[src/rtl/core/gde_pkg.sv]
package gde_pkg;

  localparam int DefMaxWidth  = 1024;
  localparam int DefMaxHeight = 1024;

  localparam int CfgSizeW = 11;
  localparam int CfgIdxW  = 3;
  localparam int PixelW   = 24;
  localparam int GreyW    = 8;

  localparam logic [CfgSizeW-1:0] ResetFrameWidth  = 11'd640;
  localparam logic [CfgSizeW-1:0] ResetFrameHeight = 11'd480;
  localparam logic [GreyW-1:0]    ResetMaxValue    = 8'd255;

  // Fixed-point weights that sum to 256, with a half for rounding.
  localparam logic [7:0] GreyWeightR = 8'd51;
  localparam logic [7:0] GreyWeightG = 8'd179;
  localparam logic [7:0] GreyWeightB = 8'd26;
  localparam logic [7:0] GreyRound   = 8'd128;

  // The sum of two squares of 8-bit differences needs 17 bits.
  localparam int SqW   = 17;
  localparam int RootW = 18;

  localparam int QueueDepth = 2;

  typedef enum logic [CfgIdxW-1:0] {
    RegFrameWidth  = 3'd0,
    RegFrameHeight = 3'd1,
    RegEdgeMode    = 3'd2,
    RegColourInput = 3'd3,
    RegMaxValue    = 3'd4
  } cfg_reg_e;

  typedef enum logic [1:0] {
    EdgeHoriz = 2'd0,
    EdgeVert  = 2'd1,
    EdgeMag   = 2'd2
  } edge_mode_e;

  typedef enum logic [3:0] {
    BkIdle,
    BkWrite,
    BkReadLeft,
    BkReadRight,
    BkReadUp,
    BkReadDown,
    BkDiff,
    BkSquare,
    BkSum,
    BkRoot,
    BkOut
  } back_state_e;

endpackage

[src/rtl/core/gde_queue.sv]
module gde_queue #(
  parameter int DataWidth = 8
) (
  input  logic                 clk_i,
  input  logic                 rst_ni,
  input  logic                 push_i,
  input  logic [DataWidth-1:0] data_i,
  output logic                 full_o,
  input  logic                 pop_i,
  output logic [DataWidth-1:0] data_o,
  output logic                 empty_o
);

  localparam int Depth = gde_pkg::QueueDepth;
  localparam int PtrW  = $clog2(Depth);
  localparam int CntW  = $clog2(Depth + 1);

  logic [DataWidth-1:0] slot_q [Depth];
  logic [PtrW-1:0]      wptr_q, wptr_d, rptr_q, rptr_d;
  logic [CntW-1:0]      count_q, count_d;
  logic                 do_push, do_pop;

  assign full_o  = (count_q == CntW'(Depth));
  assign empty_o = (count_q == '0);
  assign do_push = push_i && !full_o;
  assign do_pop  = pop_i && !empty_o;
  assign data_o  = slot_q[rptr_q];

  always_comb begin
    wptr_d  = wptr_q;
    rptr_d  = rptr_q;
    count_d = count_q;
    if (do_push) begin
      wptr_d = (wptr_q == PtrW'(Depth - 1)) ? '0 : wptr_q + 1'b1;
    end
    if (do_pop) begin
      rptr_d = (rptr_q == PtrW'(Depth - 1)) ? '0 : rptr_q + 1'b1;
    end
    if (do_push && !do_pop) begin
      count_d = count_q + 1'b1;
    end else if (do_pop && !do_push) begin
      count_d = count_q - 1'b1;
    end
  end

  always_ff @(posedge clk_i or negedge rst_ni) begin
    if (!rst_ni) begin
      wptr_q  <= '0;
      rptr_q  <= '0;
      count_q <= '0;
    end else begin
      wptr_q  <= wptr_d;
      rptr_q  <= rptr_d;
      count_q <= count_d;
    end
  end

  always_ff @(posedge clk_i) begin
    if (do_push) begin
      slot_q[wptr_q] <= data_i;
    end
  end

endmodule

[config.mk]
export PLATFORM = sky130hd
export DESIGN_NAME = gde_queue
export DESIGN_NICKNAME = d
export VERILOG_FILES = /design/src/rtl/core/gde_pkg.sv /design/src/rtl/core/gde_queue.sv
export SDC_FILE = /design/constraint.sdc
export NUM_CORES = 1
export LEC_CHECK = 0
export ABC_AREA = 1
export BUFFER_PORTS_ARGS = -buffer_cell sky130_fd_sc_hd__buf_2
export CAP_MARGIN = 10
export CORE_MARGIN = 4
export CORE_UTILIZATION = 49
export DETAILED_ROUTE_END_ITERATION = 8
export GPL_ROUTABILITY_DRIVEN = 0
export PLACE_DENSITY = 0.73
export RECOVER_POWER = 25
export SETUP_SLACK_MARGIN = 0.4
export SLEW_MARGIN = 20
export SYNTH_ARGS = -nofsm -noshare
export SYNTH_HDL_FRONTEND = slang
export SYNTH_SLANG_ARGS = --single-unit
[constraint.sdc]
create_clock -name clk_i -period 1.66 [get_ports clk_i]
set_input_delay 0.083 -clock clk_i [delete_from_list [all_inputs] [get_ports clk_i]]
set_output_delay 0.083 -clock clk_i [all_outputs]
set_load 0.03 [all_outputs]
==> results.tsv <==
stage	metric	value	unit
floorplan	dieArea	2366	µm²
grt	grt_pass1_wl	2421	µm
drt	avgRoutedWirePerCell	11.90	µm
timing	tightestPinTransition	0.2249	ns
cells_and_area	fillCellCount	104	
synthesis	ys_seq_area_frac	0.7172	
drt	ant_nets	0	
clock_network	cts_root_buf	clkbuf_4	
drt	drt_first_pass_iters	4	
timing	fin_crit_sh	0.7720	
worst_setup_path	setup.worst_path.start	count_q[1]	
cells_and_area	drive_gt1_frac	0.3451	
floorplan	rows	14	
worst_setup_path	crit_path_end_kind	flip-flop	
clock_network	worstSkewPairLatency	0.28	ns
synthesis	synth-compound-area-share	0.01236	
cells_and_area	area.sequential	583.1	µm²
worst_setup_path	start_kind	flip-flop	
cells_and_area	multi_input_area	242.7	µm²
timing	finClkSkew	0.001187	ns
grt	overflow	0	
cells_and_area	diodes	0	
timing	hold_viol	0	
cells_and_area	area_growth	47.76	%
placed_design	port_buffers	21	
power_and_ir_drop	vdd_ir_drop_max	1142	µV
power_and_ir_drop	p_leak	0.5366	nW
drt	drc_errors	0	
worst_setup_path	cp_max_fo	3	
drt	drt-initial-drc-count	7	
placed_design	dp_hpwl	978.5	µm
timing	max_freq	0.7804	GHz
floorplan	start_util	0.5252	
worst_setup_path	timing.rr.start	count_q[1]	
run	drv_cap	0	
synthesis	synthesis.nets	86	
power_and_ir_drop	powerDensity	1819	nW/µm²
worst_setup_path	crit_required	1.85	ns
synthesis	avgSynthCellArea	11.09	µm²
synthesis	synthAdderAreaFrac	0.01546	
grt	grt_pass1_vias	597	
floorplan	fp.dieW	48.65	µm
timing	slew_headroom	0.8500	
clock_network	cts.path.max_buffers	2	
synthesis	synth_top_family_by_area	simple AND/OR/NAND/NOR gates	
clock_network	cts_tree	built	
synthesis	synthCells	73	
synthesis	synth_xor_area_frac	0.01082	
timing	rsz0062_at_grt	yes	
synthesis	syn_area	809.5	µm²
synthesis	synth.area.mux_share	0	
worst_setup_path	critPathKind	reg2reg	
timing	drv_slew	0	
drt	finalWirelength	1535	µm
cells_and_area	final_nets	127	
grt	grtUsageTotal	0.1320	
drt	vias	610	
clock_network	cts_buffers	3	
worst_hold_path	worstHoldStart	pop_i	
synthesis	post_synth_num_cell_types	14	
cells_and_area	fin_cells	129	
synthesis	ys.warnings.count	0	
timing	setup_viol	0	
floorplan	core_area	1541	µm²
synthesis	ys_ff_latch	20	
clock_network	h-tree-depth	1	
placed_design	post-place-cells	109	
clock_network	clock_sinks	20	
clock_network	path_clk_slew	0.10	ns
worst_setup_path	arrival	1.47	ns
timing	fin_crit	1.281	ns
drt	via_per_inst	4.729	
run_status	outcome	completed	
timing	fin_tns_setup	0	ns
floorplan	die_y	48.65	µm
synthesis	synthSimpleGateAreaFrac	0.2009	
grt	antenna_found_initial	0	
grt	grt_max_degree	12	
floorplan	io_pins	22	
worst_hold_path	hold_class	in2reg	
cells_and_area	utilization	0.7760	
==> repair_timing <==
item                       4_1_cts  5_1_grt
pin swaps                        3        2
hold endpoints to repair        20        0
gates resized for setup         15       16
setup buffers                    6        1
setup endpoints to repair       26       27
cloned                           0        0
hold buffers                     9        0
==> cell families after synthesis <==
kind of cell / Yosys count
compound gates: 2
simple gates: 40
buf+inv: 9
xor+xnor: 1
fa+ha+maj: 1
flops: 20
==> worst paths after layout <==
path / endpoint / cells past startpoint / slack [ns]
setup / recovery: count_q[1] / 7 / 0.38
min in group asynchronous: wptr_q / 2 / 0.15
max in group asynchronous: rptr_q / 2 / 1.31
setup reg to reg: count_q[1] / 7 / 0.38
hold / removal: rptr_q / 3 / 0.07
hold reg to reg: wptr_q / 2 / 0.49
==> worst max-delay path, stage by stage, from the launching register on <==
cell and delay (ns):
dfrtp_1 0.40, buf_4 0.16, o21ai_4 0.15, ha_4 0.23, inv_1 0.07, nand3_1 0.07, nand2_1 0.06, nand2_1 0.05
==> cells in the mapped netlist, drive strengths merged <==
| cell type | instances | area, µm² |
|---|---|---|
| nand2 | 33 | 123.9 |
| edfxtp | 16 | 480.5 |
| inv | 8 | 30.03 |
| dfrtp | 4 | 100.1 |
| nor2 | 4 | 20.02 |
| o21ai | 2 | 10.01 |
| buf | 1 | 5.000 |
| ha | 1 | 12.51 |
| nand3 | 1 | 5.000 |
| nand3b | 1 | 7.510 |
| nand4 | 1 | 6.260 |
| xnor2 | 1 | 8.760 |
==> metrics by stage <==
stage | total power [W] | setup WS [ns] | cell area [µm²] | hold slack, ns
floorplan | 0.001396 | 0.3154 | 818.3 | -0.2126
global placement | 0.001597 | 0.2901 | 938.4 | -0.1055
detailed placement | 0.001614 | 0.2944 | 938.4 | -0.1047
CTS | 0.002049 | 0.3564 | 1136 | 0.03407
global route | 0.002324 | 0.3190 | 1196 | 0.08459
finish | 0.002175 | 0.3786 | 1196 | 0.06888
==> final cells by class <==
cell class | count | area share
multi-input cells | 44 | 0.2029
well taps | 16 | 0.01674
clock inverters | 1 | 0.003138
clock buffers | 3 | 0.01883
flip-flops and latches | 20 | 0.4874
repair buffers | 37 | 0.2395
inverters | 8 | 0.03138
==> routing by layer <==
metal / vias to the layer above / track usage / wire [µm]
met5: - / 0 / 0
met4: 0 / 0.05381 / 10
met3: 2 / 0.04601 / 80
met2: 13 / 0.2217 / 810
met1: 277 / 0.1515 / 635
li1: 318 / - / -
==> layout by cell type (no fill, tap or decap), types with 4 or more instances in the layout <==
cell	n
buf_2	6
buf_4	9
buf_6	6
clkbuf_1	5
clkbuf_4	4
dlygate4sd3_1	9
edfxtp_1	16
inv_1	5
nand2_1	31
==> sequential cells by signal, summed over array words and instances, names as in the netlist <==
name     count
wptr_q       1
rptr_q       1
count_q      2
slot_q      16
==> report_power, final <==
group	internal, W	switching (W)	leakage [nW]	total [W]
clock network	0.0000873	0.000134	0.0154	0.000221
logic	0.000482	0.000675	0.327	0.00116
registers	0.000701	0.0000968	0.195	0.000798
(Power assumes the default switching activity.)
