**config.mk**
```make
export PLATFORM = sky130hd
export DESIGN_NAME = gde_front
export DESIGN_NICKNAME = d
export VERILOG_FILES = /design/src/rtl/core/gde_pkg.sv /design/src/rtl/core/gde_front.sv
export SDC_FILE = /design/constraint.sdc
export NUM_CORES = 1
export LEC_CHECK = 0
export BUFFER_PORTS_ARGS = -buffer_cell sky130_fd_sc_hd__buf_2
export CAP_MARGIN = 10
export CORE_MARGIN = 2
export CORE_UTILIZATION = 56
export DETAILED_ROUTE_END_ITERATION = 6
export GPL_TIMING_DRIVEN = 1
export PLACE_DENSITY_LB_ADDON = 0.1
export SLEW_MARGIN = 30
export SYNTH_ARGS = -nofsm -noshare
export SYNTH_HDL_FRONTEND = slang
export SYNTH_SLANG_ARGS = --single-unit
```
**constraint.sdc**
```tcl
create_clock -name clk_i -period 6.2 [get_ports clk_i]
set_input_delay 0.31 -clock clk_i [delete_from_list [all_inputs] [get_ports clk_i]]
set_output_delay 0.31 -clock clk_i [all_outputs]
set_load 0.01 [all_outputs]
```
**src/rtl/core/gde_pkg.sv**
```systemverilog
package gde_pkg;

  localparam int DefMaxWidth  = 1024;
  localparam int DefMaxHeight = 1024;

  localparam int CfgSizeW = 11;
  localparam int CfgIdxW  = 3;
  localparam int PixelW   = 24;
  localparam int GreyW    = 8;

  localparam logic [CfgSizeW-1:0] ResetFrameWidth  = 11'd640;
  localparam logic [CfgSizeW-1:0] ResetFrameHeight = 11'd480;
  localparam logic [GreyW-1:0]    ResetMaxValue    = 8'd255;

  // Fixed-point weights that sum to 256, with a half for rounding.
  localparam logic [7:0] GreyWeightR = 8'd51;
  localparam logic [7:0] GreyWeightG = 8'd179;
  localparam logic [7:0] GreyWeightB = 8'd26;
  localparam logic [7:0] GreyRound   = 8'd128;

  // The sum of two squares of 8-bit differences needs 17 bits.
  localparam int SqW   = 17;
  localparam int RootW = 18;

  localparam int QueueDepth = 2;

  typedef enum logic [CfgIdxW-1:0] {
    RegFrameWidth  = 3'd0,
    RegFrameHeight = 3'd1,
    RegEdgeMode    = 3'd2,
    RegColourInput = 3'd3,
    RegMaxValue    = 3'd4
  } cfg_reg_e;

  typedef enum logic [1:0] {
    EdgeHoriz = 2'd0,
    EdgeVert  = 2'd1,
    EdgeMag   = 2'd2
  } edge_mode_e;

  typedef enum logic [3:0] {
    BkIdle,
    BkWrite,
    BkReadLeft,
    BkReadRight,
    BkReadUp,
    BkReadDown,
    BkDiff,
    BkSquare,
    BkSum,
    BkRoot,
    BkOut
  } back_state_e;

endpackage

```
**src/rtl/core/gde_front.sv**
```systemverilog
module gde_front #(
  parameter int MaxWidth  = gde_pkg::DefMaxWidth,
  parameter int MaxHeight = gde_pkg::DefMaxHeight,
  parameter int OpW       = 7 + 2 * $clog2(MaxWidth) + gde_pkg::GreyW
) (
  input  logic                         clk_i,
  input  logic                         rst_ni,
  input  logic                         accept_i,
  input  logic                         cmd_i,
  input  logic [gde_pkg::PixelW-1:0]   pixel_value_i,
  input  logic [gde_pkg::CfgSizeW-1:0] frame_width_i,
  input  logic [gde_pkg::CfgSizeW-1:0] frame_height_i,
  input  logic                         colour_input_i,
  output logic                         op_valid_o,
  output logic [OpW-1:0]               op_o
);

  localparam int CW = $clog2(MaxWidth);
  localparam int WW = $clog2(MaxWidth + 1);
  localparam int RW = (MaxHeight > 1) ? $clog2(MaxHeight) : 1;
  localparam int HW = $clog2(MaxHeight + 1) + 1;

  typedef struct packed {
    logic                      res;
    logic                      wr;
    logic                      d_mem;
    logic                      last;
    logic                      p;
    logic                      q;
    logic                      wr_par;
    logic [CW-1:0]             c;
    logic [CW-1:0]             wm1;
    logic [gde_pkg::GreyW-1:0] g;
  } op_t;

  logic [CW-1:0] col_q, col_d, dcol_q, dcol_d, dwm1_q, dwm1_d;
  logic [RW-1:0] row_q, row_d;
  logic [WW-1:0] pending_q, pending_d;
  logic          dpar_q, dpar_d, dabove_q, dabove_d;

  logic [WW-1:0] w;
  logic [HW-1:0] h, r0;
  logic [CW-1:0] c;
  logic [RW-1:0] r;
  logic [16:0]   grey_sum;
  logic [gde_pkg::GreyW-1:0] grey;
  op_t           op;

  always_comb begin
    if (frame_width_i == '0) begin
      w = WW'(1);
    end else if (32'(frame_width_i) > 32'(MaxWidth)) begin
      w = WW'(MaxWidth);
    end else begin
      w = WW'(frame_width_i);
    end
    if (frame_height_i == '0) begin
      h = HW'(1);
    end else if (32'(frame_height_i) > 32'(MaxHeight)) begin
      h = HW'(MaxHeight);
    end else begin
      h = HW'(frame_height_i);
    end
  end

  always_comb begin
    grey_sum = 17'(pixel_value_i[23:16]) * 17'(gde_pkg::GreyWeightR)
             + 17'(pixel_value_i[15:8]) * 17'(gde_pkg::GreyWeightG)
             + 17'(pixel_value_i[7:0]) * 17'(gde_pkg::GreyWeightB)
             + 17'(gde_pkg::GreyRound);
    grey = colour_input_i ? grey_sum[15:8] : pixel_value_i[7:0];
  end

  // Position of this pixel after any wrap caused by a size that shrank mid-frame.
  always_comb begin
    c  = col_q;
    r0 = HW'(row_q);
    if (WW'(col_q) >= w) begin
      c  = '0;
      r0 = r0 + 1'b1;
    end
    if (r0 >= h) begin
      r0 = '0;
    end
    r = RW'(r0);
  end

  always_comb begin
    col_d      = col_q;
    row_d      = row_q;
    pending_d  = pending_q;
    dcol_d     = dcol_q;
    dwm1_d     = dwm1_q;
    dpar_d     = dpar_q;
    dabove_d   = dabove_q;
    op_valid_o = 1'b0;
    op         = '0;
    if (accept_i) begin
      if (cmd_i) begin
        if (pending_q != '0) begin
          op_valid_o = 1'b1;
          op.res     = 1'b1;
          op.d_mem   = 1'b1;
          op.last    = (pending_q == WW'(1));
          op.p       = dpar_q;
          op.q       = dabove_q ? ~dpar_q : dpar_q;
          op.c       = dcol_q;
          op.wm1     = dwm1_q;
          pending_d  = pending_q - 1'b1;
          dcol_d     = dcol_q + 1'b1;
        end
      end else begin
        op_valid_o = 1'b1;
        op.res     = (r != '0);
        op.wr      = 1'b1;
        op.p       = ~r[0];
        op.q       = (HW'(r) >= HW'(2)) ? r[0] : ~r[0];
        op.wr_par  = r[0];
        op.c       = c;
        op.wm1     = CW'(w - 1'b1);
        op.g       = grey;
        pending_d  = '0;
        if (WW'(c) + 1'b1 >= w) begin
          col_d = '0;
          if (HW'(r) + 1'b1 >= h) begin
            pending_d = w;
            dcol_d    = '0;
            dwm1_d    = CW'(w - 1'b1);
            dpar_d    = r[0];
            dabove_d  = (r != '0);
            row_d     = '0;
          end else begin
            row_d = r + 1'b1;
          end
        end else begin
          col_d = c + 1'b1;
          row_d = r;
        end
      end
    end
  end

  assign op_o = op;

  always_ff @(posedge clk_i or negedge rst_ni) begin
    if (!rst_ni) begin
      col_q     <= '0;
      row_q     <= '0;
      pending_q <= '0;
      dcol_q    <= '0;
      dwm1_q    <= '0;
      dpar_q    <= 1'b0;
      dabove_q  <= 1'b0;
    end else begin
      col_q     <= col_d;
      row_q     <= row_d;
      pending_q <= pending_d;
      dcol_q    <= dcol_d;
      dwm1_q    <= dwm1_d;
      dpar_q    <= dpar_d;
      dabove_q  <= dabove_d;
    end
  end

endmodule

```
==> flow_summary.rst <==
.. list-table::
   :header-rows: 1

   * - Metric
     - Value
   * - Outcome
     - finished with violations
   * - Violations in the final reports
     - setup timing
   * - CTS Buffer Depth
     - 2
   * - Type of element launching the critical path
     - input port
   * - Remaining antenna violation count after routing
     - 0
   * - Floorplan row count
     - 44
   * - Sink count of the clock tree
     - 53
   * - Gr usage total
     - 29.3%
   * - Global-route wire length before repair
     - approximately 38 mm
   * - Maximum ir drop on the vdd rail
     - 0.825 mV
   * - Number of buffer cells added on primary ports
     - 86
   * - Netlist cell types
     - 86
   * - Largest delay contributor family on the critical path
     - adder cells
   * - CTS tree
     - built
   * - Antenna Diode Count
     - 0
   * - Effective utilization at floorplan
     - about 58%
   * - Pre-CTS worst setup slack
     - -0.755 ns
   * - Total global routing overflow
     - 0
   * - Pleak
     - 5.32 nW
   * - Number of slew-limit violations in the final report
     - 0
   * - Insertion delay to the later sink of the worst-skew pair
     - 0.30 ns
   * - Count of max-cap constraint violations
     - 0
   * - Routed vias/inst
     - between 5 and 6
   * - Boundary pin count
     - 87
   * - Clock transition at the registers of the reported paths
     - roughly 0.070 ns
   * - Multiplexer share of the synthesized area
     - between 1 and 1.5%
   * - Final-layout setup total negative slack
     - -3.40 ns
   * - Data arrival at the endpoint of the critical path
     - approximately 6.6 ns
   * - Final setup violation count
     - 8
   * - Area enclosed by the die boundary
     - around 16000 µm²
   * - Endpoint type of the worst setup path
     - output pin
   * - Smallest setup slack after layout
     - -0.657 ns
   * - Top cell by count, worst path
     - fa_1
   * - Simple-gate share of the synthesized area
     - roughly 17%
   * - Inserted Clock Buffers
     - 5
   * - Worst hold-check path type
     - input port to async pin
   * - Post-route worst hold slack
     - between 0.1 and 0.15 ns
   * - Dominant synthesized flop cell
     - dfrtp_1
   * - Worst Path Required
     - about 5.9 ns
   * - Starting DRT DRC Count
     - 549
   * - Critical setup path kind
     - input port to output pin
   * - Worst max-slew margin expressed relative to the limit
     - between 30% and 40%
   * - Async set-or-reset flop fraction in the synthesized netlist
     - between 90% and 100%
   * - Number of buffers inserted by hold repair at cts
     - 0
   * - Period minus WS final
     - roughly 6.9 ns
   * - Total nets after synthesis
     - ~1200
   * - Number of enable flip-flop cells after synthesis
     - 0
   * - Seq/Total Area, Yosys
     - ~16%
   * - Post-layout power
     - about 5.5 mW
   * - Wire length per cell
     - approximately 17 µm
   * - Hold violation count in the final report
     - 0
   * - Routability congestion estimate
     - between 0.9 and 1
   * - RSZ-0062 raised after global routing
     - yes
   * - Post-route fraction of the period consumed by the critical path
     - 111%
   * - Number of warnings issued by yosys
     - 0
   * - Total via count in the routed design
     - just under 8000
   * - Area of the placeable core
     - 14600 µm²
   * - Nets@finish
     - roughly 1400
   * - Die width
     - ~130 µm
   * - Clock root buffer
     - clkbuf_16
   * - Total iterations of the first detailed-routing run
     - 5
   * - Antenna violations before repair
     - 0
   * - Xor and xnor fraction of the mapped netlist area
     - 5.49%
   * - Total of flip-flops plus latches after synthesis
     - 53
   * - Die height
     - around 130 µm
   * - Area growth, synth to finish
     - 25.1%
   * - Slew at the pin closest to its max-slew limit
     - 0.904 ns
   * - CP max FO
     - 3
   * - Slowest cell on the critical path
     - fa_1
   * - Main combinational cell family by area after synthesis
     - adder cells
   * - Vias in the first global route
     - about 7800
   * - Final core utilization
     - ~72%
   * - Worst reg2reg setup slack
     - about 0.46 ns
   * - Synth Instances
     - 996
   * - Post-detail-place hpwl
     - between 15 and 20 mm
   * - Total Wirelength
     - around 23 mm
   * - Post-Syn Area per Cell
     - between 8 and 9 µm²
   * - Maximum number of pins on one net before global-route repair
     - 54
   * - Achievable frequency
     - about 150 MHz
   * - Delay of the slowest critical-path stage
     - slightly above 0.5 ns
   * - Share of post-route cells with drive strength above 1
     - 26.4%
   * - Critical path buffers and inverters
     - 9
   * - Compound-Gate Fraction of Synth Area
     - between 15 and 20%
   * - Number of H-tree levels
     - 2
   * - Synthesized-area fraction occupied by adder cells
     - between 30% and 40%
   * - Residual DRC count
     - 0
   * - Post-synthesis instance area
     - about 8400 µm²
   * - Setup clock skew after layout
     - about 0.0066 ns
   * - Cell area power density
     - approximately 520 nW/µm²
cell usage in the layout (no fill, tap or decap), types with 17 or more instances in the layout:
master	count
dfrtp_1	53
fa_1	59
xnor2_1	29
buf_2	82
nor2_1	73
inv_1	152
nand2_1	80
xor2_1	17
o21ai_0	44
nand3_1	26
ha_1	122
buf_4	113
a21oi_1	50
state kept, by name, indices dropped and copies added, names as in the netlist:
| signal | count |
|---|---|
| dabove_q | 1 |
| dpar_q | 1 |
| pending_q | 11 |
| dcol_q | 10 |
| dwm1_q | 10 |
| row_q | 10 |
| col_q | 10 |
through the flow:
stage | area (µm²) | cells
final | 10500 | 1368
after global placement | 9920 | 1346
after CTS | 10200 | 1358
after floorplan | 8620 | 996
after detailed placement | 9930 | 1346
after global routing | 10500 | 1368
kinds of logic (layout without fill, tap and decap cells):
family / after synthesis / in the layout
DFF: 53 / 53
buffers and inverters: 188 / 376
muxes: 10 / 10
AOI/OAI and AO/OA: 211 / 211
xor gates and xnor gates: 51 / 51
and+or+nand+nor: 286 / 286
adders and majority gates: 197 / 197
synth_stat cells (all sizes together) (14+ instances only):
cell    instances  area share, %
o21ai          53            3.2
dfrtp          53             16
inv           160            7.1
nand3          30            2.0
clkbuf         18           0.97
xor2           19            2.2
nor2           77            3.5
fa             60             14
a21oi          62            3.7
nor3           14           0.97
ha            137             20
a22o           14            1.5
nand2          83            3.7
xnor2          32            3.3
worst paths after layout:
check / startpoint / endpoint / cells past startpoint
min in group clk_i: cmd_i / pending_q[9] / 3
worst max register to register: col_q[9] / dcol_q[6] / 26
worst min-delay path: rst_ni / dwm1_q[2] / 2
worst min register to register: dwm1_q[6] / dwm1_q[6] / 2
max in group asynchronous: rst_ni / dcol_q[3] / 2
worst max-delay path: pixel_value_i[2] / op_o[7] / 29
what timing repair did:
item                                    CTS  global route
pin swaps                                12            42
hold endpoints to repair                  0             0
resized for setup                        18            51
endpoints found under the setup margin   10            47
buffers inserted                          4            11
final cells by class:
cell class,instances,area (µm²)
Clock buffer,6,129
Clock inverter,2,38.8
Fill cell,1184,4070
Inverter,163,617
Multi-Input combinational cell,755,6790
Sequential cell,53,1330
Tap cell,184,230
Timing Repair Buffer,205,1390
routing by layer:
layer / track usage [%] / vias up / routed length, µm
met5: 0 / - / 0
met4: 5.49 / 0 / 312
met3: 3.54 / 30 / 1050
met2: 48.9 / 207 / 10900
met1: 41.6 / 3749 / 11000
li1: - / 3799 / -
power breakdown:
part / internal, mW / switching [mW] / leakage (nW)
logic: 2.26 / 2.30 / 4.55
clock network: 0.192 / 0.138 / 0.0810
registers: 0.445 / 0.154 / 0.691
total: 2.89 / 2.59 / 5.32
No activity file was read; power rests on OpenSTA's default activity.
